[config.mk]
export PLATFORM = sky130hd
export DESIGN_NAME = tool_path_length_accumulator
export DESIGN_NICKNAME = d
export VERILOG_FILES = /design/src/sv/tpla_pkg.sv /design/src/sv/tpla_seq.sv /design/src/sv/tpla_dp.sv /design/src/sv/tool_path_length_accumulator.sv
export VERILOG_INCLUDE_DIRS = /design/src /design/src/sv
export SDC_FILE = /design/constraint.sdc
export NUM_CORES = 2
export LEC_CHECK = 0
export ABC_AREA = 0
export BUFFER_PORTS_ARGS = -buffer_cell sky130_fd_sc_hd__buf_2
export CORE_ASPECT_RATIO = 1.75
export CORE_MARGIN = 2
export CORE_UTILIZATION = 55
export DETAILED_ROUTE_END_ITERATION = 12
export GPL_TIMING_DRIVEN = 0
export PLACE_DENSITY_LB_ADDON = 0.15
export SETUP_SLACK_MARGIN = 0.15
export SLEW_MARGIN = 20
export SYNTH_ARGS = -nofsm -noshare
export SYNTH_HDL_FRONTEND = slang
export SYNTH_SLANG_ARGS = --single-unit
[constraint.sdc]
create_clock -name i_clk -period 17.37 [get_ports i_clk]
set_input_delay 0 -clock i_clk [delete_from_list [all_inputs] [get_ports i_clk]]
set_output_delay 0 -clock i_clk [all_outputs]
set_load 0.03 [all_outputs]
[src/sv/tool_path_length_accumulator_assert.svh]
// Assertion macros shared by the odometer RTL.
// Each macro takes a label, the clock, the active-low reset, a condition,
// a consequence and a message.
`ifndef TOOL_PATH_LENGTH_ACCUMULATOR_ASSERT_SVH
`define TOOL_PATH_LENGTH_ACCUMULATOR_ASSERT_SVH

// The consequence must hold in the same cycle as the condition.
`define TPLA_ASSERT_IMP(lbl, clk, rst_n, ante, cons, msg) \
    lbl: assert property (@(posedge clk) disable iff (!(rst_n)) (ante) |-> (cons)) \
        else $error(msg);

// The consequence must hold in the cycle after the condition.
`define TPLA_ASSERT_NXT(lbl, clk, rst_n, ante, cons, msg) \
    lbl: assert property (@(posedge clk) disable iff (!(rst_n)) (ante) |=> (cons)) \
        else $error(msg);

`endif

[src/sv/tpla_pkg.sv]
package tpla_pkg;

    // Field widths.
    localparam int POSITION_BITS = 24;
    localparam int TIME_BITS     = 40;
    localparam int TOTAL_BITS    = 48;
    localparam int SPEED_BITS    = 16;
    localparam int REQ_BITS      = 2;

    // Distance arithmetic widths.
    localparam int DIFF_BITS = POSITION_BITS;
    localparam int ROOT_BITS = DIFF_BITS + 1;
    localparam int SQ_BITS   = 2 * ROOT_BITS;
    localparam int REM_BITS  = ROOT_BITS + 2;
    localparam int CNT_BITS  = $clog2(ROOT_BITS);

    // Speed test: dist * SCALE < max_speed * 2^SPEED_SHIFT * dt.
    localparam int SCALE        = 1000000;
    localparam int SCALE_BITS   = 20;
    localparam int SPEED_SHIFT  = 7;
    localparam int TIME_LO_BITS = (TIME_BITS + 1) / 2;
    localparam int TIME_HI_BITS = TIME_BITS - TIME_LO_BITS;
    localparam int LHS_BITS     = ROOT_BITS + SCALE_BITS;
    localparam int RHS_BITS     = SPEED_BITS + TIME_BITS;
    localparam int CMP_BITS     = (LHS_BITS > RHS_BITS + SPEED_SHIFT) ?
                                  LHS_BITS : RHS_BITS + SPEED_SHIFT;

    // Shared multiplier operand width.
    localparam int MUL_AB    = (ROOT_BITS > TIME_LO_BITS) ? ROOT_BITS : TIME_LO_BITS;
    localparam int MUL_BITS  = (MUL_AB > SCALE_BITS) ? MUL_AB : SCALE_BITS;
    localparam int PROD_BITS = 2 * MUL_BITS;

    // Stream widths, padded to whole bytes.
    localparam int IN_FIELD_BITS  = 3 * POSITION_BITS + TIME_BITS;
    localparam int IN_DATA_BITS   = ((IN_FIELD_BITS + 7) / 8) * 8;
    localparam int OUT_FIELD_BITS = 2 * TOTAL_BITS + 2;
    localparam int OUT_DATA_BITS  = ((OUT_FIELD_BITS + 7) / 8) * 8;

    // Configuration port.
    localparam int CFG_INDEX_BITS = 1;
    localparam int CFG_DATA_BITS  = SPEED_BITS;
    localparam logic [CFG_INDEX_BITS-1:0] CFG_RECORDING_ENABLE = 1'd0;
    localparam logic [CFG_INDEX_BITS-1:0] CFG_MAX_SPEED        = 1'd1;
    localparam logic [SPEED_BITS-1:0]     MAX_SPEED_RESET      = 16'd500;

    // Request kinds.
    localparam logic [REQ_BITS-1:0] REQ_SAMPLE = 2'd0;
    localparam logic [REQ_BITS-1:0] REQ_ENTER  = 2'd1;
    localparam logic [REQ_BITS-1:0] REQ_LEAVE  = 2'd2;
    localparam logic [REQ_BITS-1:0] REQ_CLEAR  = 2'd3;

    // Datapath operations.
    localparam int OP_BITS = 4;
    localparam logic [OP_BITS-1:0] OP_PREP = 4'd0;
    localparam logic [OP_BITS-1:0] OP_SQX  = 4'd1;
    localparam logic [OP_BITS-1:0] OP_SQY  = 4'd2;
    localparam logic [OP_BITS-1:0] OP_SQZ  = 4'd3;
    localparam logic [OP_BITS-1:0] OP_SUM  = 4'd4;
    localparam logic [OP_BITS-1:0] OP_ROOT = 4'd5;
    localparam logic [OP_BITS-1:0] OP_RND  = 4'd6;
    localparam logic [OP_BITS-1:0] OP_MLO  = 4'd7;
    localparam logic [OP_BITS-1:0] OP_MHI  = 4'd8;
    localparam logic [OP_BITS-1:0] OP_MLH  = 4'd9;
    localparam logic [OP_BITS-1:0] OP_CMP  = 4'd10;
    localparam logic [OP_BITS-1:0] OP_ADD  = 4'd11;
    localparam logic [OP_BITS-1:0] OP_DONE = 4'd12;

    // Sequencing conditions.
    localparam int COND_BITS = 2;
    localparam logic [COND_BITS-1:0] COND_NEXT = 2'd0;
    localparam logic [COND_BITS-1:0] COND_SKIP = 2'd1;
    localparam logic [COND_BITS-1:0] COND_LOOP = 2'd2;
    localparam logic [COND_BITS-1:0] COND_WAIT = 2'd3;

    localparam int PC_BITS = 4;

    typedef struct packed {
        logic [OP_BITS-1:0]   op;
        logic [COND_BITS-1:0] cond;
        logic [PC_BITS-1:0]   target;
        logic                 last;
    } t_uword;

    // Control from the sequencer to the datapath.
    typedef struct packed {
        logic               exec;
        logic [OP_BITS-1:0] op;
    } t_ctrl;

    // Status from the datapath to the sequencer.
    typedef struct packed {
        logic no_step;
        logic cnt_zero;
    } t_stat;

    // One result beat.
    typedef struct packed {
        logic                  inside_flag;
        logic                  step_added;
        logic [TOTAL_BITS-1:0] total_path_inside;
        logic [TOTAL_BITS-1:0] total_path;
    } t_res;

    // Microprogram: one control word per step.
    function automatic t_uword ucode_rom(input logic [PC_BITS-1:0] pc);
        t_uword w;
        begin
            case (pc)
                4'd0:    w = '{OP_PREP, COND_SKIP, 4'd12, 1'b0};
                4'd1:    w = '{OP_SQX,  COND_NEXT, 4'd0,  1'b0};
                4'd2:    w = '{OP_SQY,  COND_NEXT, 4'd0,  1'b0};
                4'd3:    w = '{OP_SQZ,  COND_NEXT, 4'd0,  1'b0};
                4'd4:    w = '{OP_SUM,  COND_NEXT, 4'd0,  1'b0};
                4'd5:    w = '{OP_ROOT, COND_LOOP, 4'd5,  1'b0};
                4'd6:    w = '{OP_RND,  COND_NEXT, 4'd0,  1'b0};
                4'd7:    w = '{OP_MLO,  COND_NEXT, 4'd0,  1'b0};
                4'd8:    w = '{OP_MHI,  COND_NEXT, 4'd0,  1'b0};
                4'd9:    w = '{OP_MLH,  COND_NEXT, 4'd0,  1'b0};
                4'd10:   w = '{OP_CMP,  COND_NEXT, 4'd0,  1'b0};
                4'd11:   w = '{OP_ADD,  COND_NEXT, 4'd0,  1'b0};
                4'd12:   w = '{OP_DONE, COND_WAIT, 4'd0,  1'b1};
                default: w = '{OP_DONE, COND_WAIT, 4'd0,  1'b1};
            endcase
            return w;
        end
    endfunction

endpackage

[src/sv/tpla_seq.sv]
module tpla_seq (
    input  logic            i_clk,
    input  logic            i_rst_n,
    input  logic            i_start,
    input  logic            i_out_hold,
    input  tpla_pkg::t_stat i_stat,
    output logic            o_busy,
    output tpla_pkg::t_ctrl o_ctrl
);

    logic                         r_busy, n_busy;
    logic [tpla_pkg::PC_BITS-1:0] r_pc, n_pc;
    tpla_pkg::t_uword             uw;
    logic                         hold;
    logic                         take;
    logic                         exec;

    // Decode the current control word.
    always_comb begin
        uw   = tpla_pkg::ucode_rom(r_pc);
        hold = (uw.cond == tpla_pkg::COND_WAIT) && i_out_hold;
        take = ((uw.cond == tpla_pkg::COND_SKIP) && i_stat.no_step) ||
               ((uw.cond == tpla_pkg::COND_LOOP) && !i_stat.cnt_zero);
        exec = r_busy && !hold;
    end

    // Step counter and busy flag.
    always_comb begin
        n_busy = r_busy;
        n_pc   = r_pc;
        if (!r_busy) begin
            if (i_start) begin
                n_busy = 1'b1;
                n_pc   = '0;
            end
        end else if (exec) begin
            if (uw.last) begin
                n_busy = 1'b0;
            end else if (take) begin
                n_pc = uw.target;
            end else begin
                n_pc = r_pc + tpla_pkg::PC_BITS'(1);
            end
        end
    end

    always_ff @(posedge i_clk) begin
        if (!i_rst_n) begin
            r_busy <= 1'b0;
            r_pc   <= '0;
        end else begin
            r_busy <= n_busy;
            r_pc   <= n_pc;
        end
    end

    assign o_busy      = r_busy;
    assign o_ctrl.exec = exec;
    assign o_ctrl.op   = uw.op;

endmodule

[src/sv/tpla_dp.sv]
module tpla_dp (
    input  logic                                      i_clk,
    input  logic                                      i_rst_n,
    input  logic                                      i_load,
    input  logic [tpla_pkg::REQ_BITS-1:0]             i_req,
    input  logic signed [tpla_pkg::POSITION_BITS-1:0] i_pos_x,
    input  logic signed [tpla_pkg::POSITION_BITS-1:0] i_pos_y,
    input  logic signed [tpla_pkg::POSITION_BITS-1:0] i_pos_z,
    input  logic [tpla_pkg::TIME_BITS-1:0]            i_time,
    input  logic                                      i_rec_en,
    input  logic [tpla_pkg::SPEED_BITS-1:0]           i_max_speed,
    input  tpla_pkg::t_ctrl                           i_ctrl,
    output tpla_pkg::t_stat                           o_stat,
    output tpla_pkg::t_res                            o_res
);

    localparam int P = tpla_pkg::POSITION_BITS;

    // Magnitude of the difference of two signed positions.
    function automatic logic [tpla_pkg::DIFF_BITS-1:0] abs_diff(
        input logic [P-1:0] a,
        input logic [P-1:0] b
    );
        logic [P:0] d;
        logic [P:0] m;
        begin
            d = {a[P-1], a} - {b[P-1], b};
            m = d[P] ? (~d + (P + 1)'(1)) : d;
            return m[P-1:0];
        end
    endfunction

    // Add a step to a total, sticking at all ones.
    function automatic logic [tpla_pkg::TOTAL_BITS-1:0] sat_add(
        input logic [tpla_pkg::TOTAL_BITS-1:0] t,
        input logic [tpla_pkg::ROOT_BITS-1:0]  d
    );
        logic [tpla_pkg::TOTAL_BITS:0] s;
        begin
            s = {1'b0, t} + (tpla_pkg::TOTAL_BITS + 1)'(d);
            return s[tpla_pkg::TOTAL_BITS] ? '1 : s[tpla_pkg::TOTAL_BITS-1:0];
        end
    endfunction

    // Captured item.
    logic [tpla_pkg::REQ_BITS-1:0]  r_req;
    logic [P-1:0]                   r_x, r_y, r_z;
    logic [tpla_pkg::TIME_BITS-1:0] r_t;

    // Tracking state.
    logic [P-1:0]                    r_last_x, r_last_y, r_last_z;
    logic [tpla_pkg::TIME_BITS-1:0]  r_last_t;
    logic                            r_have_last;
    logic [tpla_pkg::TOTAL_BITS-1:0] r_path, r_path_in;
    logic                            r_inside;

    // Working registers.
    logic [tpla_pkg::DIFF_BITS-1:0] r_dx, r_dy, r_dz;
    logic [tpla_pkg::TIME_BITS-1:0] r_dt;
    logic [tpla_pkg::SQ_BITS-1:0]   r_acc;
    logic [tpla_pkg::REM_BITS-1:0]  r_rem;
    logic [tpla_pkg::ROOT_BITS-1:0] r_root;
    logic [tpla_pkg::CNT_BITS-1:0]  r_cnt;
    logic [tpla_pkg::PROD_BITS-1:0] r_prod;
    logic [tpla_pkg::RHS_BITS-1:0]  r_rhs;
    logic                           r_pass;

    logic [tpla_pkg::MUL_BITS-1:0]  mul_a, mul_b;
    logic [tpla_pkg::PROD_BITS-1:0] mul_p;
    logic [tpla_pkg::REM_BITS-1:0]  rem_sh, trial;
    logic [tpla_pkg::CMP_BITS-1:0]  cmp_l, cmp_r;
    logic                           is_sample;

    assign is_sample = (r_req == tpla_pkg::REQ_SAMPLE) && i_rec_en;

    // A sample measures a step only with recording enabled, a previous position and a later time.
    assign o_stat.no_step  = !(is_sample && r_have_last && (r_t > r_last_t));
    assign o_stat.cnt_zero = (r_cnt == '0);

    // Shared multiplier operand selection.
    always_comb begin
        mul_a = '0;
        mul_b = '0;
        case (i_ctrl.op)
            tpla_pkg::OP_SQX: begin
                mul_a = tpla_pkg::MUL_BITS'(r_dx);
                mul_b = tpla_pkg::MUL_BITS'(r_dx);
            end
            tpla_pkg::OP_SQY: begin
                mul_a = tpla_pkg::MUL_BITS'(r_dy);
                mul_b = tpla_pkg::MUL_BITS'(r_dy);
            end
            tpla_pkg::OP_SQZ: begin
                mul_a = tpla_pkg::MUL_BITS'(r_dz);
                mul_b = tpla_pkg::MUL_BITS'(r_dz);
            end
            tpla_pkg::OP_MLO: begin
                mul_a = tpla_pkg::MUL_BITS'(i_max_speed);
                mul_b = tpla_pkg::MUL_BITS'(r_dt[tpla_pkg::TIME_LO_BITS-1:0]);
            end
            tpla_pkg::OP_MHI: begin
                mul_a = tpla_pkg::MUL_BITS'(i_max_speed);
                mul_b = tpla_pkg::MUL_BITS'(r_dt[tpla_pkg::TIME_BITS-1:tpla_pkg::TIME_LO_BITS]);
            end
            tpla_pkg::OP_MLH: begin
                mul_a = tpla_pkg::MUL_BITS'(r_root);
                mul_b = tpla_pkg::MUL_BITS'(tpla_pkg::SCALE);
            end
            default: begin
                mul_a = '0;
                mul_b = '0;
            end
        endcase
    end

    assign mul_p = mul_a * mul_b;

    // One square-root digit: bring down two radicand bits and try the next root bit.
    assign rem_sh = {r_rem[tpla_pkg::REM_BITS-3:0],
                     r_acc[tpla_pkg::SQ_BITS-1:tpla_pkg::SQ_BITS-2]};
    assign trial  = tpla_pkg::REM_BITS'({r_root, 2'b01});

    // Speed test operands.
    assign cmp_l = tpla_pkg::CMP_BITS'(r_prod[tpla_pkg::LHS_BITS-1:0]);
    assign cmp_r = tpla_pkg::CMP_BITS'(r_rhs) << tpla_pkg::SPEED_SHIFT;

    // Result as it stands once the finishing step is done.
    always_comb begin
        o_res.total_path        = r_path;
        o_res.total_path_inside = r_path_in;
        o_res.step_added        = r_pass;
        o_res.inside_flag       = r_inside;
        case (r_req)
            tpla_pkg::REQ_ENTER: o_res.inside_flag = 1'b1;
            tpla_pkg::REQ_LEAVE: o_res.inside_flag = 1'b0;
            tpla_pkg::REQ_CLEAR: begin
                o_res.total_path        = '0;
                o_res.total_path_inside = '0;
            end
            default: o_res.inside_flag = r_inside;
        endcase
    end

    // Item capture.
    always_ff @(posedge i_clk) begin
        if (i_load) begin
            r_req <= i_req;
            r_x   <= i_pos_x;
            r_y   <= i_pos_y;
            r_z   <= i_pos_z;
            r_t   <= i_time;
        end
    end

    // Arithmetic steps.
    always_ff @(posedge i_clk) begin
        if (i_ctrl.exec) begin
            case (i_ctrl.op)
                tpla_pkg::OP_PREP: begin
                    r_dx   <= abs_diff(r_x, r_last_x);
                    r_dy   <= abs_diff(r_y, r_last_y);
                    r_dz   <= abs_diff(r_z, r_last_z);
                    r_dt   <= r_t - r_last_t;
                    r_pass <= 1'b0;
                end
                tpla_pkg::OP_SQX: r_prod <= mul_p;
                tpla_pkg::OP_SQY: begin
                    r_prod <= mul_p;
                    r_acc  <= tpla_pkg::SQ_BITS'(r_prod);
                end
                tpla_pkg::OP_SQZ: begin
                    r_prod <= mul_p;
                    r_acc  <= r_acc + tpla_pkg::SQ_BITS'(r_prod);
                end
                tpla_pkg::OP_SUM: begin
                    r_acc  <= r_acc + tpla_pkg::SQ_BITS'(r_prod);
                    r_rem  <= '0;
                    r_root <= '0;
                    r_cnt  <= tpla_pkg::CNT_BITS'(tpla_pkg::ROOT_BITS - 1);
                end
                tpla_pkg::OP_ROOT: begin
                    r_acc <= {r_acc[tpla_pkg::SQ_BITS-3:0], 2'b00};
                    r_cnt <= r_cnt - tpla_pkg::CNT_BITS'(1);
                    if (rem_sh >= trial) begin
                        r_rem  <= rem_sh - trial;
                        r_root <= {r_root[tpla_pkg::ROOT_BITS-2:0], 1'b1};
                    end else begin
                        r_rem  <= rem_sh;
                        r_root <= {r_root[tpla_pkg::ROOT_BITS-2:0], 1'b0};
                    end
                end
                tpla_pkg::OP_RND: begin
                    // Round half up: a remainder above the root means s > r^2 + r.
                    if (r_rem > tpla_pkg::REM_BITS'(r_root)) begin
                        r_root <= r_root + tpla_pkg::ROOT_BITS'(1);
                    end
                end
                tpla_pkg::OP_MLO: r_prod <= mul_p;
                tpla_pkg::OP_MHI: begin
                    r_prod <= mul_p;
                    r_rhs  <= tpla_pkg::RHS_BITS'(r_prod);
                end
                tpla_pkg::OP_MLH: begin
                    r_prod <= mul_p;
                    r_rhs  <= r_rhs + (tpla_pkg::RHS_BITS'(r_prod) << tpla_pkg::TIME_LO_BITS);
                end
                tpla_pkg::OP_CMP: r_pass <= (cmp_l < cmp_r);
                default: r_pass <= r_pass;
            endcase
        end
    end

    // Previous-sample flag, totals and inside state.
    always_ff @(posedge i_clk) begin
        if (!i_rst_n) begin
            r_have_last <= 1'b0;
            r_path      <= '0;
            r_path_in   <= '0;
            r_inside    <= 1'b0;
        end else if (i_ctrl.exec && (i_ctrl.op == tpla_pkg::OP_ADD)) begin
            if (r_pass) begin
                r_path <= sat_add(r_path, r_root);
                if (r_inside) begin
                    r_path_in <= sat_add(r_path_in, r_root);
                end
            end
        end else if (i_ctrl.exec && (i_ctrl.op == tpla_pkg::OP_DONE)) begin
            r_path    <= o_res.total_path;
            r_path_in <= o_res.total_path_inside;
            r_inside  <= o_res.inside_flag;
            if (r_req == tpla_pkg::REQ_CLEAR) begin
                r_have_last <= 1'b0;
            end else if (is_sample) begin
                r_have_last <= 1'b1;
            end
        end
    end

    // Last position is meaningful only while a previous sample exists.
    always_ff @(posedge i_clk) begin
        if (i_ctrl.exec && (i_ctrl.op == tpla_pkg::OP_DONE) && is_sample) begin
            r_last_x <= r_x;
            r_last_y <= r_y;
            r_last_z <= r_z;
            r_last_t <= r_t;
        end
    end

endmodule

[src/sv/tool_path_length_accumulator.sv]
// Tool path length odometer.
// Input stream: one beat per request. tuser carries the request kind (tool
// sample, enter, leave, clear); tdata carries the position and timestamp,
// which only tool samples use. Every input beat yields exactly one output
// beat with both totals, the step-added flag and the inside flag.
// A tool sample that measures a step runs the whole microprogram, whose length
// is set by the bit-serial square root that yields one root bit per cycle;
// the output beat is valid on the cycle after the last step, and a new input
// beat can be taken in that same cycle. Any other item skips from its first
// step straight to the finishing step.
// The input is not ready while an item is in progress. A finished result
// waits in the output register, so the next item is accepted and computed
// while the receiver stalls; only its final step waits for the register.
// Reset clears the totals, the inside state and the previous sample,
// disables recording and sets the speed limit to 500 mm/s. Configuration writes
// take effect at once; the user makes them only while no item is in progress, unchecked by the block.
`include "tool_path_length_accumulator_assert.svh"

module tool_path_length_accumulator (
    input  logic                                  i_clk,
    input  logic                                  i_rst_n,
    // Configuration write port.
    input  logic                                  i_cfg_we,
    input  logic [tpla_pkg::CFG_INDEX_BITS-1:0]   i_cfg_index,
    input  logic [tpla_pkg::CFG_DATA_BITS-1:0]    i_cfg_data,
    // Input stream.
    input  logic                                  i_s_axis_tvalid,
    output logic                                  o_s_axis_tready,
    // pos_x, pos_y, pos_z, sample_time
    input  logic [tpla_pkg::IN_DATA_BITS-1:0]     i_s_axis_tdata,
    // req_type
    input  logic [tpla_pkg::REQ_BITS-1:0]         i_s_axis_tuser,
    // Output stream.
    output logic                                  o_m_axis_tvalid,
    input  logic                                  i_m_axis_tready,
    // total_path, total_path_inside, step_added, inside_flag, zero pad
    output logic [tpla_pkg::OUT_DATA_BITS-1:0]    o_m_axis_tdata
);

    localparam int P = tpla_pkg::POSITION_BITS;

    logic                              r_rec_en;
    logic [tpla_pkg::SPEED_BITS-1:0]   r_max_speed;
    logic                              r_m_valid;
    tpla_pkg::t_res                    r_m_res;

    logic            start;
    logic            busy;
    logic            out_hold;
    logic            done;
    tpla_pkg::t_ctrl ctrl;
    tpla_pkg::t_stat stat;
    tpla_pkg::t_res  res;

    assign o_s_axis_tready = !busy;
    assign start           = i_s_axis_tvalid && !busy;
    assign out_hold        = r_m_valid && !i_m_axis_tready;
    assign done            = ctrl.exec && (ctrl.op == tpla_pkg::OP_DONE);

    // Configuration registers.
    always_ff @(posedge i_clk) begin
        if (!i_rst_n) begin
            r_rec_en    <= 1'b0;
            r_max_speed <= tpla_pkg::MAX_SPEED_RESET;
        end else if (i_cfg_we) begin
            case (i_cfg_index)
                tpla_pkg::CFG_RECORDING_ENABLE: r_rec_en    <= i_cfg_data[0];
                tpla_pkg::CFG_MAX_SPEED:        r_max_speed <= i_cfg_data;
                default:                        r_rec_en    <= r_rec_en;
            endcase
        end
    end

    tpla_seq u_seq (
        .i_clk      (i_clk),
        .i_rst_n    (i_rst_n),
        .i_start    (start),
        .i_out_hold (out_hold),
        .i_stat     (stat),
        .o_busy     (busy),
        .o_ctrl     (ctrl)
    );

    tpla_dp u_dp (
        .i_clk       (i_clk),
        .i_rst_n     (i_rst_n),
        .i_load      (start),
        .i_req       (i_s_axis_tuser),
        .i_pos_x     (i_s_axis_tdata[P-1:0]),
        .i_pos_y     (i_s_axis_tdata[2*P-1:P]),
        .i_pos_z     (i_s_axis_tdata[3*P-1:2*P]),
        .i_time      (i_s_axis_tdata[3*P+tpla_pkg::TIME_BITS-1:3*P]),
        .i_rec_en    (r_rec_en),
        .i_max_speed (r_max_speed),
        .i_ctrl      (ctrl),
        .o_stat      (stat),
        .o_res       (res)
    );

    // Output register: loaded by the finishing step, emptied when taken.
    always_ff @(posedge i_clk) begin
        if (!i_rst_n) begin
            r_m_valid <= 1'b0;
        end else if (done) begin
            r_m_valid <= 1'b1;
        end else if (i_m_axis_tready) begin
            r_m_valid <= 1'b0;
        end
    end

    always_ff @(posedge i_clk) begin
        if (done) begin
            r_m_res <= res;
        end
    end

    assign o_m_axis_tvalid = r_m_valid;
    assign o_m_axis_tdata  = tpla_pkg::OUT_DATA_BITS'(r_m_res);

    // Sequencer and output register agree.
    `TPLA_ASSERT_NXT(a_busy_after_accept, i_clk, i_rst_n, start, !o_s_axis_tready, "input ready right after a beat was accepted")
    `TPLA_ASSERT_NXT(a_done_gives_beat, i_clk, i_rst_n, done, o_m_axis_tvalid, "finished item produced no output beat")
    `TPLA_ASSERT_IMP(a_no_overwrite, i_clk, i_rst_n, done, !out_hold, "finishing step overwrote a pending output beat")

endmodule
# After elaboration in Yosys (flattened, before gate mapping)
# Memory sizes are Yosys's and may differ from the RTL's. A register that Yosys moved wholly into a read port is not among the register bits.
# Cells that the tools add are included.
dict set report word_totals {
  reg_bits 771
  latch_bits 0
  mem_bits_rw 0
  rom_bits 160
  elab_cells 169
  mem_count 1
}
# memory depth width read_ports rd_clocked_by_memory_dff write_ports line
set memory_table {}
lappend memory_table {{(name not given)} 16 10 1 1 0 tpla_pkg.sv:108} ;# case (pc)
dict set report classes {
  addsub 15
  mul 1
  div 0
  magnitude_cmp 4
  n_eq_ne 23
  n_shift 0
  n_mux 40
  bitwise_logic 5
  n_reduce_logical 47
}
# cell n
set op_table {}
lappend op_table {{48-bit two-way mux} 9}
lappend op_table {{50-bit one-hot mux with 3 select lines} 1}
lappend op_table {{24-bit one-hot mux with 6 select lines} 1}
lappend op_table {{25-bit one-hot mux with 5 select lines} 1}
lappend op_table {{56-bit one-hot mux with 2 select lines} 1}
lappend op_table {{48-bit by 25-bit adder with 49-bit output} 2}
lappend op_table {{96-bit two-way mux} 1}
lappend op_table {{25-bit one-hot mux with 3 select lines} 1}
lappend op_table {{24-bit by 24-bit subtractor with 25-bit output} 3}
lappend op_table {{24-bit by 1-bit adder with 24-bit output, second input constant} 3}
lappend op_table {{24-bit two-way mux} 3}
lappend op_table {{24-bit inverter} 3}
lappend op_table {{45-bit by 63-bit less-than comparator with 1-bit output} 1}
lappend op_table {{56-bit adder} 1}
lappend op_table {{27-bit one-hot mux with 2 select lines} 1}
lappend op_table {{50-bit adder} 1}
lappend op_table {{25-bit by 24-bit multiplier with 49-bit output} 1}
lappend op_table {{40-bit greater-than comparator} 1}
lappend op_table {{40-bit subtractor} 1}
lappend op_table {{4-bit two-way mux} 7}
lappend op_table {{27-bit >= comparator} 1}
lappend op_table {{27-bit by 25-bit greater-than comparator with 1-bit output} 1}
lappend op_table {{27-bit two-way mux} 1}
lappend op_table {{27-bit subtractor} 1}
lappend op_table {{other kinds (28)} 88}

# Logic depth before layout (Yosys ltp)
dict set report logic_depth {
  word_depth 13
  ltp_mapped 36
  mapped_depth_nobuf 31
}

# Cells and area by module
# A second synthesis with hierarchy kept.
dict set report hier_totals {
  cells_unflattened 6763
  area_unflattened_um2 65440.3
}
# mod n_inst cells_each area_each_um2 seq_area_each_um2
set modules_own_cells {}
lappend modules_own_cells {tpla_dp 1 6508 61076.1 18537.8}
lappend modules_own_cells {tool_path_length_accumulator 1 186 3719.8 3303.2}
lappend modules_own_cells {tpla_seq 1 69 644.4 300.3}

# Least setup slack after synthesis
# No wires, ideal clock.
dict set report synth_timing {
  path_kind {flip-flop to flip-flop}
  from {reg u_seq.uw[8] (netlist name)}
  to {reg u_dp.r_dt[0] (netlist name) (enable)}
  arrival_time_ns 11.610
  required_time_ns 16.513
  slack_ns 4.903
  stages_incl_launch_ff 5
  n_path_buf 3
  cell_sequence {dfxtp_1 clkbuf_1 clkbuf_1 buf_1 nor4_1}
}
dict set report synth_via {
  elab_chain_len 2
}
# element line
set synth_lines {}
lappend synth_lines {{4-bit zero test} tpla_dp.sv:158} ;# case (i_ctrl.op)
lappend synth_lines {{2-bit AND reduction (no line)} -}
lappend synth_lines {{end signal, assigned} tpla_dp.sv:163} ;# r_dt <= r_t - r_last_t;
lappend synth_lines {{end, declared} tpla_dp.sv:59} ;# logic [tpla_pkg::TIME_BITS-1:0] r_dt;
# Every way passes these cells.
# A chain may end at the register's enable or synchronous reset.

# Worst setup path in the final report
dict set report layout_timing {
  from {reg u_seq.uw[7] (netlist name)}
  to {reg u_dp.r_prod[48] (netlist name), data pin}
}
dict set report layout_via {
  elab_chain_len 4
  elab_cells_between_ends 10
  cone_classes {mul: 1; eq/ne: 6; mux: 2; reduce/logical: 1}
}
# element line
set layout_lines {}
lappend layout_lines {{4-bit by 3-bit equality test with 1-bit output or 4-bit equality test (tied branches)} tpla_dp.sv:84} ;# case (i_ctrl.op)
lappend layout_lines {{2-bit OR reduction (no line)} -}
lappend layout_lines {{25-bit one-hot mux with 5 select lines} tpla_dp.sv:84}
lappend layout_lines {{25-bit by 24-bit multiplier with 49-bit output (*)} tpla_dp.sv:116} ;# assign mul_p = mul_a * mul_b;
lappend layout_lines {{net u_dp.mul_p, one bit} tpla_dp.sv:69} ;# logic [tpla_pkg::PROD_BITS-1:0] mul_p;
lappend layout_lines {{end signal, assigned} tpla_dp.sv:166} ;# tpla_pkg::OP_SQX: r_prod <= mul_p;
lappend layout_lines {{end signal, assigned} tpla_dp.sv:168} ;# r_prod <= mul_p;
lappend layout_lines {{end signal, assigned} tpla_dp.sv:172} ;# r_prod <= mul_p;
lappend layout_lines {{end, declared} tpla_dp.sv:64} ;# logic [tpla_pkg::PROD_BITS-1:0] r_prod;
# The timed path passes the listed nets; every way through them passes the cells marked *.

==> impl.org <==
** Synthesis
- Yosys mapped a number of flops with a built-in enable equal to 649.
- Post-synthesis adder-cell area fraction :: 0.248
- Portion of netlist area occupied by mux cells :: 0.0102
- The cell count after synthesis came out at 6850.
- Portion of synthesized cell area occupied by the leading cell type :: 0.294
- Of the total synthesized cell area, the portion taken by XOR and XNOR cells is 0.0454.
- Averaged over all synthesized cells, the footprint is 9.67 sq um.
- For this run, the leading register cell type out of synthesis is sky130_fd_sc_hd__edfxtp_1.
- Post-synthesis cell type count :: 112
- By area, the combinational part of the netlist is dominated by adder cells.
- Summing every instance area after synthesis gives 66200 sq um.
- Dominant cell type by area after synthesis :: sky130_fd_sc_hd__edfxtp_1
- The Yosys step of the flow raised 0 warnings.
- Ys async rst share :: 0
- The share of the synthesized area in compound gates (AO/OA/AOI/OAI) was 0.156.
- The synthesized design contains 780 register bits.
- Part of the Yosys area used for sequential elements :: 0.334
- In the post-synthesis netlist, the biggest area contributors are sky130_fd_sc_hd__edfxtp_1 29%, sky130_fd_sc_hd__fa_1 15%, sky130_fd_sc_hd__ha_1 9.4%.
- Simple-gate share of the synthesized area :: 0.136

** STA
- Fmax achieved :: 82.8 MHz
- Setup-violating endpoint count in the final report :: 0
- Max Clock Skew :: 0.0385 ns
- The worst pin sits at a relative slew slack of 0.183.
- Setup repair after global routing left no endpoint under its margin.
- Tcrit/Tclk final :: 0.695
- For the pin with the worst max-slew slack, the measured transition is 1.22 ns.
- Summed over all failing endpoints, the final setup total negative slack is 0 ns.
- The routed design could run at a clock period as short as 12.07 ns.
- Final Slew Violations :: 0
- Number of hold violations in the final report :: 0

** CTS
- In this run, post-CTS repair resized a total of 0 instances.
- The cell sitting at the root of the clock tree is a sky130_fd_sc_hd__clkbuf_16.
- For the worst-skew pair, the clock arrives at the later sink with an insertion delay of 0.70 ns.
- Buffers from clock root to sink, at most :: 3
- After clock tree synthesis, the clock-pin slew on the worst setup and hold paths is 0.07 ns.
- Buffers inserted during clock tree synthesis total 77.
- CTS H-Tree Depth :: 3
- TritonCTS built the clock tree.
- Clk sink count :: 780

** Placed design
- GP Congestion :: 1.10
- Detailed placer's ending HPWL :: 180000 um
- Input/output buffers :: 235

** GRT
- Maximum number of pins on one net before global-route repair :: 61
- Number of global-route vias before repair :: 56700
- Antenna violations before repair :: 10
- Wire length of the first global-routing pass :: 339000 um
- Total routing usage reported by global routing :: 0.371
- Global-route congestion overflow total :: 0

** Critical path
- Max Fanout on Critical Path :: 10
- Most common cell on crit path :: sky130_fd_sc_hd__fa_1
- The worst setup path is launched from a register.
- Critical path class :: reg2reg
- The largest individual stage delay along the critical path comes from the cell sky130_fd_sc_hd__a2111oi_1.
- Largest stage delay, worst path :: 0.84 ns
- STA puts the critical path data required time at 17.79 ns.
- Data arrival time of the critical path :: 12.49 ns
- STA classifies the critical path endpoint as a register.

** Status
- The flow ran to the end, and the final reports show no timing, DRC or antenna violations.

** Die
- IO Count :: 242
- Height of the die :: 463 um
- For this configuration, the core starts out at a cell density of 0.554.
- In this run the core area contains 168 standard-cell rows.
- Area of the die :: 123000 sq um
- The floorplan step defined a core boundary enclosing 120000 sq um.
- Die width :: 266 um

** Finish
- Compared with the post-synthesis result, the final layout area differs by 13.5%.
- Net count of the finished layout :: 8618
- Leaving out fill and tap cells, the most frequent cell in the layout is sky130_fd_sc_hd__inv_1.
- Of the cells placed in the final design, the portion with a size suffix greater than 1 is 0.0776.
- Most frequent cells in the layout :: 932 x sky130_fd_sc_hd__inv_1, 703 x sky130_fd_sc_hd__nand2_1, 649 x sky130_fd_sc_hd__edfxtp_1
- Counting the fill cells in the layout gives 10100.

** Power
- For this design the ratio of total power to cell area is 72.6 nW/um^2.
- Total power for the finished layout comes to 5.46 mW.
- Pleak :: 32.9 nW
- Worst supply voltage drop on vdd :: 105 uV

** Min path
- Class of the most critical hold timing path :: in2reg

** Routing
- Iteration count of the initial detailed-routing pass :: 8
- Residual antenna-violating net count after detailed routing :: 0
- Total Wirelength :: 229000 um
- After the first detailed-routing iteration, the DRC count stood at 4540.
- In the final routed layout, each cell accounts on average for 25.2 um.
- For this run, design rule violations remaining after detail routing come to 0.
- Using the TritonRoute via totals, the vias-per-cell ratio works out to 6.06.
- Via count :: 55000

** Flow run
- Across the run, the number of max-cap violations was 0.
[Yosys cell counts (all sizes together) (14+ instances only)]
cell type,count
nor4,29
a311oi,15
o21a,60
edfxtp,649
and2,79
o22ai,34
inv,933
ha,495
nor2b,139
o221ai,14
and3,75
a21o,191
a22oi,73
or3,38
a211o,18
or2,27
a221o,35
nand2,703
xor2,102
xnor2,239
clkbuf,231
buf,36
nand2b,41
a221oi,43
nor3,113
nor2,452
o21ai,278
fa,512
dfxtp,131
a31o,18
a21oi,365
a21boi,14
nand3,128
a31oi,47
mux2,26
a2111oi,20
o21bai,42
nand4,47
a211oi,56
mux2i,38
o211ai,38
o31ai,40
[path summary, 6_finish.rpt]
path	startpoint	to	slack, ns	cells after the start
worst max-delay path	u_seq.uw[7]	u_dp.r_prod[48]	5.30	32
worst min-delay path	i_s_axis_tdata[25]	u_dp.r_y[1]	0.03	2
worst max register to register	u_seq.uw[7]	u_dp.r_prod[48]	5.30	32
worst min register to register	u_dp.r_y[20]	u_dp.r_last_y[20]	0.46	0
[cell families after synthesis]
logic type,Yosys count
fa+ha+maj,1007
buf+inv,1206
mux,64
flops,780
simple gates,1929
compound gates,1520
other cells,2
xor+xnor,342
[registers in the layout, indices dropped and copies added, names as in the netlist, 4 cells and up]
register,flops
u_dp.r_dy,24
u_dp.r_z,24
u_seq.r_pc,4
u_dp.r_x,24
u_dp.r_path_in,48
u_dp.r_prod,49
u_dp.r_dt,40
u_dp.r_last_t,40
u_dp.r_rem,27
u_dp.r_path,48
u_dp.r_t,40
u_seq.uw,10
u_dp.r_last_z,24
u_dp.r_last_y,24
u_dp.r_dx,24
r_max_speed,16
u_dp.r_rhs,56
u_dp.r_dz,24
u_dp.r_y,24
u_dp.r_last_x,24
o_m_axis_tdata,98
u_dp.r_cnt,5
u_dp.r_acc,50
u_dp.r_root,25
[worst max-delay path: cells and delay by family, from the launching register on]
kind | cells | cell delay, ns
adder cells (fa/ha/maj) | 8 | 3.95
AO/OA/AOI/OAI | 7 | 2.91
XOR/XNOR | 1 | 0.14
buffers and inverters | 9 | 2.47
flip-flops | 1 | 0.30
AND/OR/NAND/NOR | 7 | 2.04
[metal layers]
metal,share of wire,vias up,GRT usage,wire [um]
met1,0.34,26800,0.381,76900
met5,0.00031,-,0,71
li1,-,25000,-,-
met2,0.49,2308,0.640,112000
met4,0.11,10,0.334,25400
met3,0.064,887,0.0654,14500
[report_power, final]
group,switching (mW),internal [mW],total [mW]
logic,0.939,0.485,1.42
clock network,0.790,0.942,1.73
registers,0.127,2.17,2.30
total,1.86,3.60,5.46
[repair_timing]
action,4_1_cts,5_1_grt
setup buffers,0,0
hold buffers,232,0
hold endpoints to repair,168,0
[per-stage QoR]
stage | instance area, sq um | instances | hold WS, ns | utilization | worst slack [ns]
global placement | 69400 | 8636 | 0.176 | 0.580 | 0.447
global route | 75100 | 9067 | 0.0219 | 0.628 | 4.93
floorplan | 66300 | 6871 | 0.0989 | - | 4.90
finish | 75100 | 9071 | 0.0303 | 0.628 | 5.30
CTS | 75100 | 9064 | 0.000547 | 0.628 | 5.58
detailed placement | 70200 | 8693 | 0.178 | 0.587 | 5.60
[area by class of cell]
cell class                 instances  area [sq um]  area share
inverter                         939          3530      0.0470
antenna                            6          15.0    0.000200
multi-input combinational       4885         39800       0.530
timing repair buffer             525          4070      0.0542
clock buffer                      88          2010      0.0267
clock inverter                    51           576     0.00766
buffer                           267          1090      0.0145
tap                             1530          1910      0.0255
sequential                       780         22100       0.294
Note: power is estimated with default switching activity, not from simulation.
